`src/hw/rtl/sip_div_cell.sv`:
```
`timescale 1ns / 1ps
`default_nettype none
// ----------------------------------------------------------------------------
// sip_div_cell
// One restoring-division step for both axes; resolves one quotient bit.
// ----------------------------------------------------------------------------
module sip_div_cell #(
   parameter int NW    = 51,
   parameter int DVW   = 34,
   parameter int QB    = 25,
   parameter int SHIFT = 0,
   parameter int SW    = 35
) (
   input  wire logic          clock,
   input  wire logic          reset,
   input  wire logic          in_valid,
   output      logic          in_ready,
   input  wire logic [NW-1:0] in_rem_x,
   input  wire logic [NW-1:0] in_rem_y,
   input  wire logic [QB-1:0] in_q_x,
   input  wire logic [QB-1:0] in_q_y,
   input  wire logic [DVW-1:0] in_div,
   input  wire logic [SW-1:0] in_side,
   output      logic          out_valid,
   input  wire logic          out_ready,
   output      logic [NW-1:0] out_rem_x,
   output      logic [NW-1:0] out_rem_y,
   output      logic [QB-1:0] out_q_x,
   output      logic [QB-1:0] out_q_y,
   output      logic [DVW-1:0] out_div,
   output      logic [SW-1:0] out_side
);

   logic          valid_ff;
   logic [NW-1:0] rem_x_ff, rem_y_ff, rem_x_in, rem_y_in;
   logic [QB-1:0] q_x_ff, q_y_ff, q_x_in, q_y_in;
   logic [DVW-1:0] div_ff;
   logic [SW-1:0] side_ff;
   logic [NW-1:0] dsh;
   logic          ge_x, ge_y;

   assign in_ready = !valid_ff || out_ready;

   always_comb begin
      dsh      = NW'(in_div) << SHIFT;
      ge_x     = in_rem_x >= dsh;
      ge_y     = in_rem_y >= dsh;
      rem_x_in = ge_x ? in_rem_x - dsh : in_rem_x;
      rem_y_in = ge_y ? in_rem_y - dsh : in_rem_y;
      q_x_in   = {in_q_x[QB-2:0], ge_x};
      q_y_in   = {in_q_y[QB-2:0], ge_y};
   end

   always_ff @(posedge clock) begin
      if (reset) begin
         valid_ff <= 1'b0;
      end else if (in_ready) begin
         valid_ff <= in_valid;
      end
   end

   always_ff @(posedge clock) begin
      if (in_ready && in_valid) begin
         rem_x_ff <= rem_x_in;
         rem_y_ff <= rem_y_in;
         q_x_ff   <= q_x_in;
         q_y_ff   <= q_y_in;
         div_ff   <= in_div;
         side_ff  <= in_side;
      end
   end

   assign out_valid = valid_ff;
   assign out_rem_x = rem_x_ff;
   assign out_rem_y = rem_y_ff;
   assign out_q_x   = q_x_ff;
   assign out_q_y   = q_y_ff;
   assign out_div   = div_ff;
   assign out_side  = side_ff;

endmodule
`default_nettype wire

```
`config.mk`:
```
export PLATFORM = sky130hd
export DESIGN_NAME = sip_div_cell
export DESIGN_NICKNAME = d
export VERILOG_FILES = /design/src/hw/rtl/sip_div_cell.sv
export SDC_FILE = /design/constraint.sdc
export NUM_CORES = 1
export LEC_CHECK = 0
export BUFFER_PORTS_ARGS = -buffer_cell sky130_fd_sc_hd__buf_4
export CORE_UTILIZATION = 32
export DETAILED_ROUTE_END_ITERATION = 10
export PLACE_DENSITY = 0.67
export SLEW_MARGIN = 30
export SYNTH_ARGS = -nofsm -noshare
export SYNTH_HDL_FRONTEND = slang
export SYNTH_SLANG_ARGS = --single-unit
export TNS_END_PERCENT = 30
```
`constraint.sdc`:
```
create_clock -name clock -period 7.9 [get_ports clock]
set_input_delay 0.395 -clock clock [delete_from_list [all_inputs] [get_ports clock]]
set_output_delay 0.395 -clock clock [all_outputs]
set_load 0.02 [all_outputs]
```
==> results of run 1 <==
where the power goes:
part / total (mW) / switching, mW / internal, mW
Clock: 1.24 / 0.511 / 0.733
Sequential: 1.46 / 0.0282 / 1.43
Combinational: 0.876 / 0.495 / 0.381
flip-flops by register name, summed over array words and instances, names as in the netlist:
register / count
out_rem_x: 51
out_valid: 1
out_q_y: 25
out_div: 34
out_q_x: 25
out_side: 35
out_rem_y: 51
synth_stat cells (10+ instances only):
cell / count
nor4_1: 12
a211oi_1: 11
a21oi_1: 100
inv_1: 56
edfxtp_1: 221
nor3_1: 21
buf_2: 12
o21bai_1: 13
nor2_1: 79
mux2_2: 15
o211ai_1: 10
nand4_1: 19
clkbuf_1: 21
xor2_1: 45
ha_1: 68
nand2b_1: 12
o21ai_0: 79
nand2_1: 98
nand3_1: 18
xnor2_1: 49
a21o_1: 17
layout make-up:
class	instances	area, sq um
inverters	56	210
well taps	504	631
repair buffers	537	4260
diodes	1	2.50
multi-input cells	773	5130
clock inverters	16	143
fillers	3376	19200
flip-flops and latches	222	6660
clock buffers	34	744
cell families after synthesis:
logic type	after synthesis	share of synthesized area
multiplexers	16	0.0148
XOR/XNOR	94	0.0679
buffers and inverters	89	0.0288
flip-flops	222	0.549
AO/OA/AOI/OAI	280	0.140
adder cells (fa/ha/maj)	70	0.0735
AND/OR/NAND/NOR	313	0.126
how the worst min path moves through the flow:
stage	endpoint	slack (ns)
3_5_place_dp	out_valid	0.53
6_report	out_div[29]	0.03
3_3_place_gp	out_valid	0.51
5_1_grt	out_div[25]	0.009
4_1_cts	out_div[5]	0.001
2_1_floorplan	out_valid	0.46
layer usage:
layer,vias to the layer above,global-route usage,part of all wire
li1,5120,-,-
met1,5119,0.249,0.40
met2,388,0.386,0.51
met3,81,0.0440,0.062
met4,2,0.0801,0.035
met5,-,0,0.00039
repair_timing:
item,CTS,global route
endpoints found under the hold margin,87,0
hold buffers,87,0
gates resized for setup,0,0
==> impl_metrics.json, run 1 <==
{
  "reg2reg_to": "out_div[0]",
  "crit_fanout": 45,
  "clock-sinks": 222,
  "cts_tree": "built",
  "design_area_sq_mm": 0.0178,
  "crit_arrival_ns": 4.41,
  "antenna_found_initial": 2,
  "cap_violations": 0,
  "finalSetupTns_ns": 0,
  "path_common_cell": "buf_4",
  "die_y_microns": 197,
  "initial_core_util": 0.328,
  "post-route-util": 0.481,
  "cts_setup_buffers": 0,
  "coreArea_sq_mm": 0.0370,
  "syn_area_per_cell_sq_um": 11.2,
  "layoutNonFillerInstCount": 2143,
  "place.gp.congestion": 0.904,
  "endpoint": "out_rem_x[1]",
  "setup_slack_ns": 3.79,
  "post_dp_cell_area_sq_mm": 0.0160,
  "synth_top_cell_by_area": "edfxtp_1",
  "crit_buf_inv": 4,
  "synth_area_sq_mm": 0.0121,
  "layout_commonest_cell": "buf_4",
  "grt_pass1_wl_microns": 62900,
  "synthCells": 1084,
  "synth_edf_count": 221,
  "vias": 10700,
  "fin_worst_skew_ns": 0.0163,
  "r2r_setup_slack_ns": 5.64,
  "drtIter0Drc": 607,
  "fin_nets": 1913,
  "end_kind": "register",
  "ant_nets": 0,
  "setup-violations-final": 0,
  "synth.area.top_cells": "edfxtp_1, ha_1, a21oi_1",
  "final_layout_size_suffix_gt1_frac": 0.318,
  "yosys_warnings": 0,
  "track_usage": 0.214,
  "crit_start": "in_div[22]",
  "io_pins": 448,
  "slew_headroom": 0.495,
  "grt-ovfl-total": 0,
  "mostFrequentLayoutCells": "buf_4, edfxtp_1, a21oi_1, nand2_1, dlygate4sd3_1",
  "tightest_slew_ns": 0.747,
  "synthArstFlopShare": 0,
  "cts_buffers": 28,
  "required_ns": 8.20,
  "ys_ff_latch": 222,
  "cp_cell_sequence": "dlygate4sd3_1 > buf_4 > inv_1 > ha_1 > a21oi_1 > o21ai_0 > a211oi_1 > o2111ai_1 > nor4_1 > a21boi_4 > buf_4 > mux2_2",
  "path_class": "in2reg",
  "hp-start": "in_div[29]",
  "report.final.slew_viol_count": 0,
  "root_buffer": "clkbuf_16",
  "slowest_stage": "a21boi_4",
  "routed_wl_microns": 43100,
  "grt_max_degree": 80,
  "fin_crit_sh": 0.520,
  "first_pass_iters": 5,
  "dp_cells": 2005,
  "cellPowerDensity_mw_per_mm2": 201,
  "hpwl_microns": 33000,
  "hold_ws_ns": 0.0252,
  "holdPathStages": 1,
  "drc": 0,
  "hold_path_class": "in2reg",
  "area_growth_pct": 46.7,
  "p_leak_nw": 7.31,
  "dieArea_sq_mm": 0.0386,
  "vias_per_cell": 5.00,
  "first_global_vias": 10800,
  "status": "completed",
  "seq_area_frac_synth": 0.549,
  "rows": 70,
  "cp_num_cells": 12,
  "rsz0062_at_grt": "false",
  "syn_nets": 1379,
  "insertion_delay_ns": 0.56,
  "critical_path.top_delay_family": "compound AO/OA/AOI/OAI gates",
  "h-tree-depth": 1,
  "crit_path_start_kind": "input pin",
  "r2r-start": "out_valid",
  "ys.flop_type": "edfxtp_1",
  "yosysTopAreaCellShare": 0.548,
  "wl_per_cell_microns": 20.1,
  "critPathMaxStageDelay_ns": 0.62,
  "vdd_drop_max_mv": 0.148,
  "cts.clk_slew.worst_paths_ns": 0.06,
  "min_period_ns": 4.11,
  "io_buffers": 445,
  "reg2reg_depth": 4,
  "dp_worst_setup_slack_ns": 3.59,
  "die_w_microns": 197,
  "synthDistinctLibCells": 60,
  "clock_path_buffers": 3,
  "finalPower_mw": 3.58,
  "finalHoldViolations": 0,
  "max_freq_ghz": 0.243
}
Note: power is estimated with default switching activity, not from simulation.
==> run 2, diff against run 1 <==
Clock period 7.9 ns to 4.15 ns, I/O delays scaled along.
==> run 2 against run 1 <==
Sequential share of layout area decreased by 2.7 points. Core utilization increased by 3.8 points. Clock skew decreased by 0.0036 ns. Critical endpoint unchanged. Global-route usage increased by 0.41 points. Critical path depth unchanged. Sequential power increased by 90%. Final cell count increased by 6.4%. Highest routed layer unchanged. Sequential cell count unchanged. Cell area increased by 7.9%. Largest power group unchanged. Combinational power increased by 100%. Power increased by 95%. First-iteration DRC count increased by 26%.
==> impl_metrics.json, run 2 (synthesis gave the netlist of run 1 again) <==
{
  "slew_headroom": 0.507,
  "io_pins": 448,
  "highest_layer": "met5",
  "required_ns": 4.46,
  "rows": 70,
  "finalHoldViolations": 0,
  "r2r-start": "out_valid",
  "crit_arrival_ns": 4.11,
  "routed_wl_microns": 44100,
  "finalSetupTns_ns": 0,
  "first_global_vias": 11300,
  "grt_pass1_wl_microns": 64600,
  "holdPathStages": 3,
  "crit_fanout": 45,
  "antenna_found_initial": 4,
  "p_leak_nw": 7.90,
  "dp_worst_setup_slack_ns": 0.349,
  "seqCellArea_sq_mm": 0.00666,
  "cts_tree": "built",
  "die_y_microns": 197,
  "coreArea_sq_mm": 0.0370,
  "vias": 11300,
  "hpwl_microns": 33000,
  "grt-ovfl-total": 0,
  "post_dp_cell_area_sq_mm": 0.0161,
  "fin_crit_sh": 0.914,
  "tightest_slew_ns": 0.730,
  "max_freq_ghz": 0.264,
  "vias_per_cell": 4.94,
  "h-tree-depth": 1,
  "setup-violations-final": 0,
  "final_layout_size_suffix_gt1_frac": 0.295,
  "report.final.slew_viol_count": 0,
  "layout_commonest_cell": "buf_4",
  "end_kind": "register",
  "wl_met2_microns": 21800,
  "hold_path_class": "in2reg",
  "grt_max_degree": 70,
  "drc": 0,
  "reg2reg_depth": 3,
  "crit_start": "in_div[1]",
  "cts_buffers": 27,
  "ant_nets": 0,
  "min_period_ns": 3.79,
  "clock_path_buffers": 3,
  "cts_setup_buffers": 0,
  "cellPowerDensity_mw_per_mm2": 363,
  "fin_nets": 2048,
  "track_usage": 0.218,
  "initial_core_util": 0.328,
  "wl_per_cell_microns": 19.3,
  "setup_slack_ns": 0.356,
  "status": "completed",
  "io_buffers": 445,
  "dieArea_sq_mm": 0.0386,
  "post-route-util": 0.519,
  "vdd_drop_max_mv": 0.275,
  "route.met3.wl_microns": 3080,
  "fin_worst_skew_ns": 0.0127,
  "path_class": "in2reg",
  "root_buffer": "clkbuf_16",
  "die_w_microns": 197,
  "clock-sinks": 222,
  "first_pass_iters": 5,
  "rsz0062_at_grt": "false",
  "drtIter0Drc": 764,
  "met1Wirelength_microns": 17200,
  "cts.clk_slew.worst_paths_ns": 0.06,
  "crit_path_start_kind": "input pin",
  "multi_input_area_sq_mm": 0.00513,
  "cap_violations": 0,
  "hp-start": "in_rem_x[40]",
  "fillCellCount": 3250,
  "area_growth_pct": 58.2,
  "place.gp.congestion": 0.916,
  "design_area_sq_mm": 0.0192,
  "insertion_delay_ns": 0.56,
  "mostFrequentLayoutCells": "buf_4, edfxtp_1, dlygate4sd3_1, a21oi_1, nand2_1",
  "cts_resized": 0
}
## run 2: changes by cell type in the layout (fill, tap and decap cells not counted), sizes merged, moves of 2 or more
cell,previous run,this run
dlygate4sd3,87,216
buf,450,457
clkbuf,34,38
clkinv,8,4
clkinvlp,5,3
diode,1,3
## run 2: final cells by class
cell class	count	share of cell area
clock buffers	38	0.0384
flip-flops and latches	222	0.347
inverters	56	0.0110
clock inverters	12	0.00842
multi-input cells	773	0.267
repair buffers	673	0.294
well taps	504	0.0329
diodes	3	0.000392
## run 2: what timing repair did
| item | CTS | global route |
|---|---|---|
| endpoints found under the setup margin | 0 | 0 |
| hold buffers | 216 | 0 |
| hold endpoints to repair | 215 | 0 |
## run 2: worst paths after layout
check,end,slack (ns)
setup / recovery,out_rem_x[1],0.36
hold / removal,out_rem_x[40],0.04
setup reg to reg,out_q_y[1],2.15
hold reg to reg,out_side[14],1.02
## run 2: layer usage
metal	track usage	vias to the layer above
met3	0.0474	91
li1	-	5404
met5	0	-
met1	0.251	5327
met4	0.0936	2
met2	0.389	453
## run 2: stage by stage
stage	hold WS, ns	total power [mW]	instances
after floorplan	0.277	3.71	1084
after global placement	0.362	4.39	2012
after detailed placement	0.364	4.41	2012
after CTS	0.00639	7.03	2278
after global routing	0.0273	7.26	2280
final	0.0389	6.97	2281
## run 2: critical path, stage by stage
cell and delay, ns:
dlygate4sd3_1 0.56, buf_4 0.15, inv_1 0.24, ha_1 0.31, nor2b_1 0.15, o21bai_1 0.12, nand3_1 0.15, a41oi_1 0.65
o31ai_2 0.26, a21boi_4 0.64, buf_12 0.29, mux2_2 0.35
## run 2: power by group
| group | switching (mW) | internal [mW] |
|---|---|---|
| Sequential | 0.0568 | 2.72 |
| Clock | 0.972 | 1.43 |
| Combinational | 0.974 | 0.814 |
==> run 3, diff against run 2 <==
Settings changed: RECOVER_POWER from default to 50.
==> run 3 against run 2 <==
The flow now finishes with violations (max-capacitance violations, max-slew violations). Via count is 0.15% lower. Sequential cell count unchanged. Sequential power hardly changed. Critical endpoint is now out_rem_x[40]. Clock-buffer cell count is the same. Power decreased by 2.3%. Register-to-register slack got worse by 1.5 ns. Critical path type unchanged. Highest routed layer unchanged.
==> impl_metrics.json, run 3 (synthesis gave the netlist of run 1 again) <==
{
  "wl_per_cell_microns": 19.2,
  "vias": 11300,
  "drtIter0Drc": 764,
  "grt_max_degree": 70,
  "seqCellArea_sq_mm": 0.00666,
  "clock_path_buffers": 3,
  "dieArea_sq_mm": 0.0386,
  "cts_tree": "built",
  "path_class": "in2reg",
  "coreArea_sq_mm": 0.0370,
  "reg2reg_to": "out_rem_y[13]",
  "io_buffers": 445,
  "mostFrequentLayoutCells": "clkbuf_1, edfxtp_1, dlygate4sd3_1, buf_4, a21oi_1",
  "insertion_delay_ns": 0.56,
  "crit_path_start_kind": "input pin",
  "antenna_found_initial": 4,
  "hpwl_microns": 33000,
  "slew_headroom": -0.728,
  "cellPowerDensity_mw_per_mm2": 372,
  "drc": 0,
  "end_kind": "register",
  "reg2reg_depth": 3,
  "r2r-start": "out_valid",
  "die_y_microns": 197,
  "cts.clk_slew.worst_paths_ns": 0.06,
  "status": "complete, but fails checks",
  "grt_pass1_wl_microns": 64600,
  "fillCellCount": 3503,
  "area_growth_pct": 51.0,
  "max_freq_ghz": 0.259,
  "crit_fanout": 4,
  "setup_slack_ns": 0.292,
  "violations": "max-capacitance violations, max-slew violations",
  "rows": 70,
  "cts_buffers": 27,
  "first_pass_iters": 5,
  "io_pins": 448,
  "multi_input_area_sq_mm": 0.00512,
  "cap_violations": 1,
  "post_dp_cell_area_sq_mm": 0.0161,
  "layout_commonest_cell": "clkbuf_1",
  "crit_arrival_ns": 4.15,
  "report.final.slew_viol_count": 37,
  "track_usage": 0.218,
  "required_ns": 4.44,
  "ant_nets": 0,
  "crit_start": "in_div[0]",
  "routed_wl_microns": 43900,
  "dp_worst_setup_slack_ns": 0.349,
  "min_period_ns": 3.86,
  "clock-sinks": 222,
  "place.gp.congestion": 0.916,
  "finalHoldViolations": 0,
  "rsz0062_at_grt": "false",
  "setup-violations-final": 0,
  "endpoint": "out_rem_x[40]",
  "grt-ovfl-total": 0,
  "fin_nets": 2048,
  "h-tree-depth": 1,
  "finalSetupTns_ns": 0,
  "root_buffer": "clkbuf_16",
  "fin_crit_sh": 0.930,
  "design_area_sq_mm": 0.0183,
  "cts_setup_buffers": 0,
  "fin_worst_skew_ns": 0.0137,
  "vias_per_cell": 4.94,
  "r2r_setup_slack_ns": 0.61,
  "p_leak_nw": 7.03,
  "vdd_drop_max_mv": 0.274,
  "final_layout_size_suffix_gt1_frac": 0.164,
  "hold_path_class": "in2reg",
  "tightest_slew_ns": 2.59,
  "initial_core_util": 0.328,
  "hold_ws_ns": 0.0339,
  "die_w_microns": 197,
  "first_global_vias": 11300
}
run 3: cell count changes in the layout (fill, tap and decap cells not counted), sizes merged:
cell / previous run / this run
clkbuf: 38 / 369
buf: 457 / 126
run 3: layout make-up:
type,count,area share
multi-input cells,773,0.280
clock buffers,38,0.0403
diodes,3,0.000410
well taps,504,0.0345
clock inverters,12,0.00882
flip-flops and latches,222,0.364
repair buffers,673,0.261
inverters,56,0.0115
run 3: power breakdown:
group          switching, mW  internal [mW]  leakage (nW)
combinational          0.970          0.664          4.47
sequential            0.0527           2.72          2.14
clock                  0.967           1.43         0.424
total                   1.99           4.82          7.03
run 3: through the flow:
step                total power [mW]  std cells   util
detailed placement              4.41       2012  0.436
global route                    7.11       2280  0.495
global placement                4.39       2012  0.436
CTS                             7.03       2278  0.519
floorplan                       3.71       1084      -
finish                          6.81       2281  0.495
run 3: what timing repair did:
item	4_1_cts	5_1_grt
endpoints found under the hold margin	215	0
gates resized for setup	0	0
hold buffers	216	0
setup endpoints to repair	0	0
run 3: worst max-delay path, cell delays in order:
cell	delay (ns)
dlygate4sd3_1	0.52
clkbuf_1	0.28
ha_1	0.25
inv_1	0.06
fa_1	0.42
a211oi_1	0.39
o211ai_1	0.21
nand2_1	0.21
o31ai_1	0.13
o31a_1	0.27
o31ai_1	0.46
o21ai_0	0.28
o41ai_1	0.34
o21ai_0	0.12
run 3: layer usage:
layer  GRT usage  routed length, microns  vias up
met5           0                      16        -
met4      0.0936                    2070        2
met3      0.0474                    2980       99
met2       0.389                   21700      426
met1       0.251                   17200     5331
li1            -                       -     5402
run 3: how the worst min path moves through the flow:
stage / startpoint / endpoint / cells past startpoint
after floorplan: reset / out_valid / 1
after global placement: reset / out_valid / 2
after detailed placement: reset / out_valid / 2
after CTS: in_rem_x[34] / out_rem_x[34] / 2
after global routing: in_rem_x[34] / out_rem_x[34] / 2
final: in_rem_x[40] / out_rem_x[40] / 3
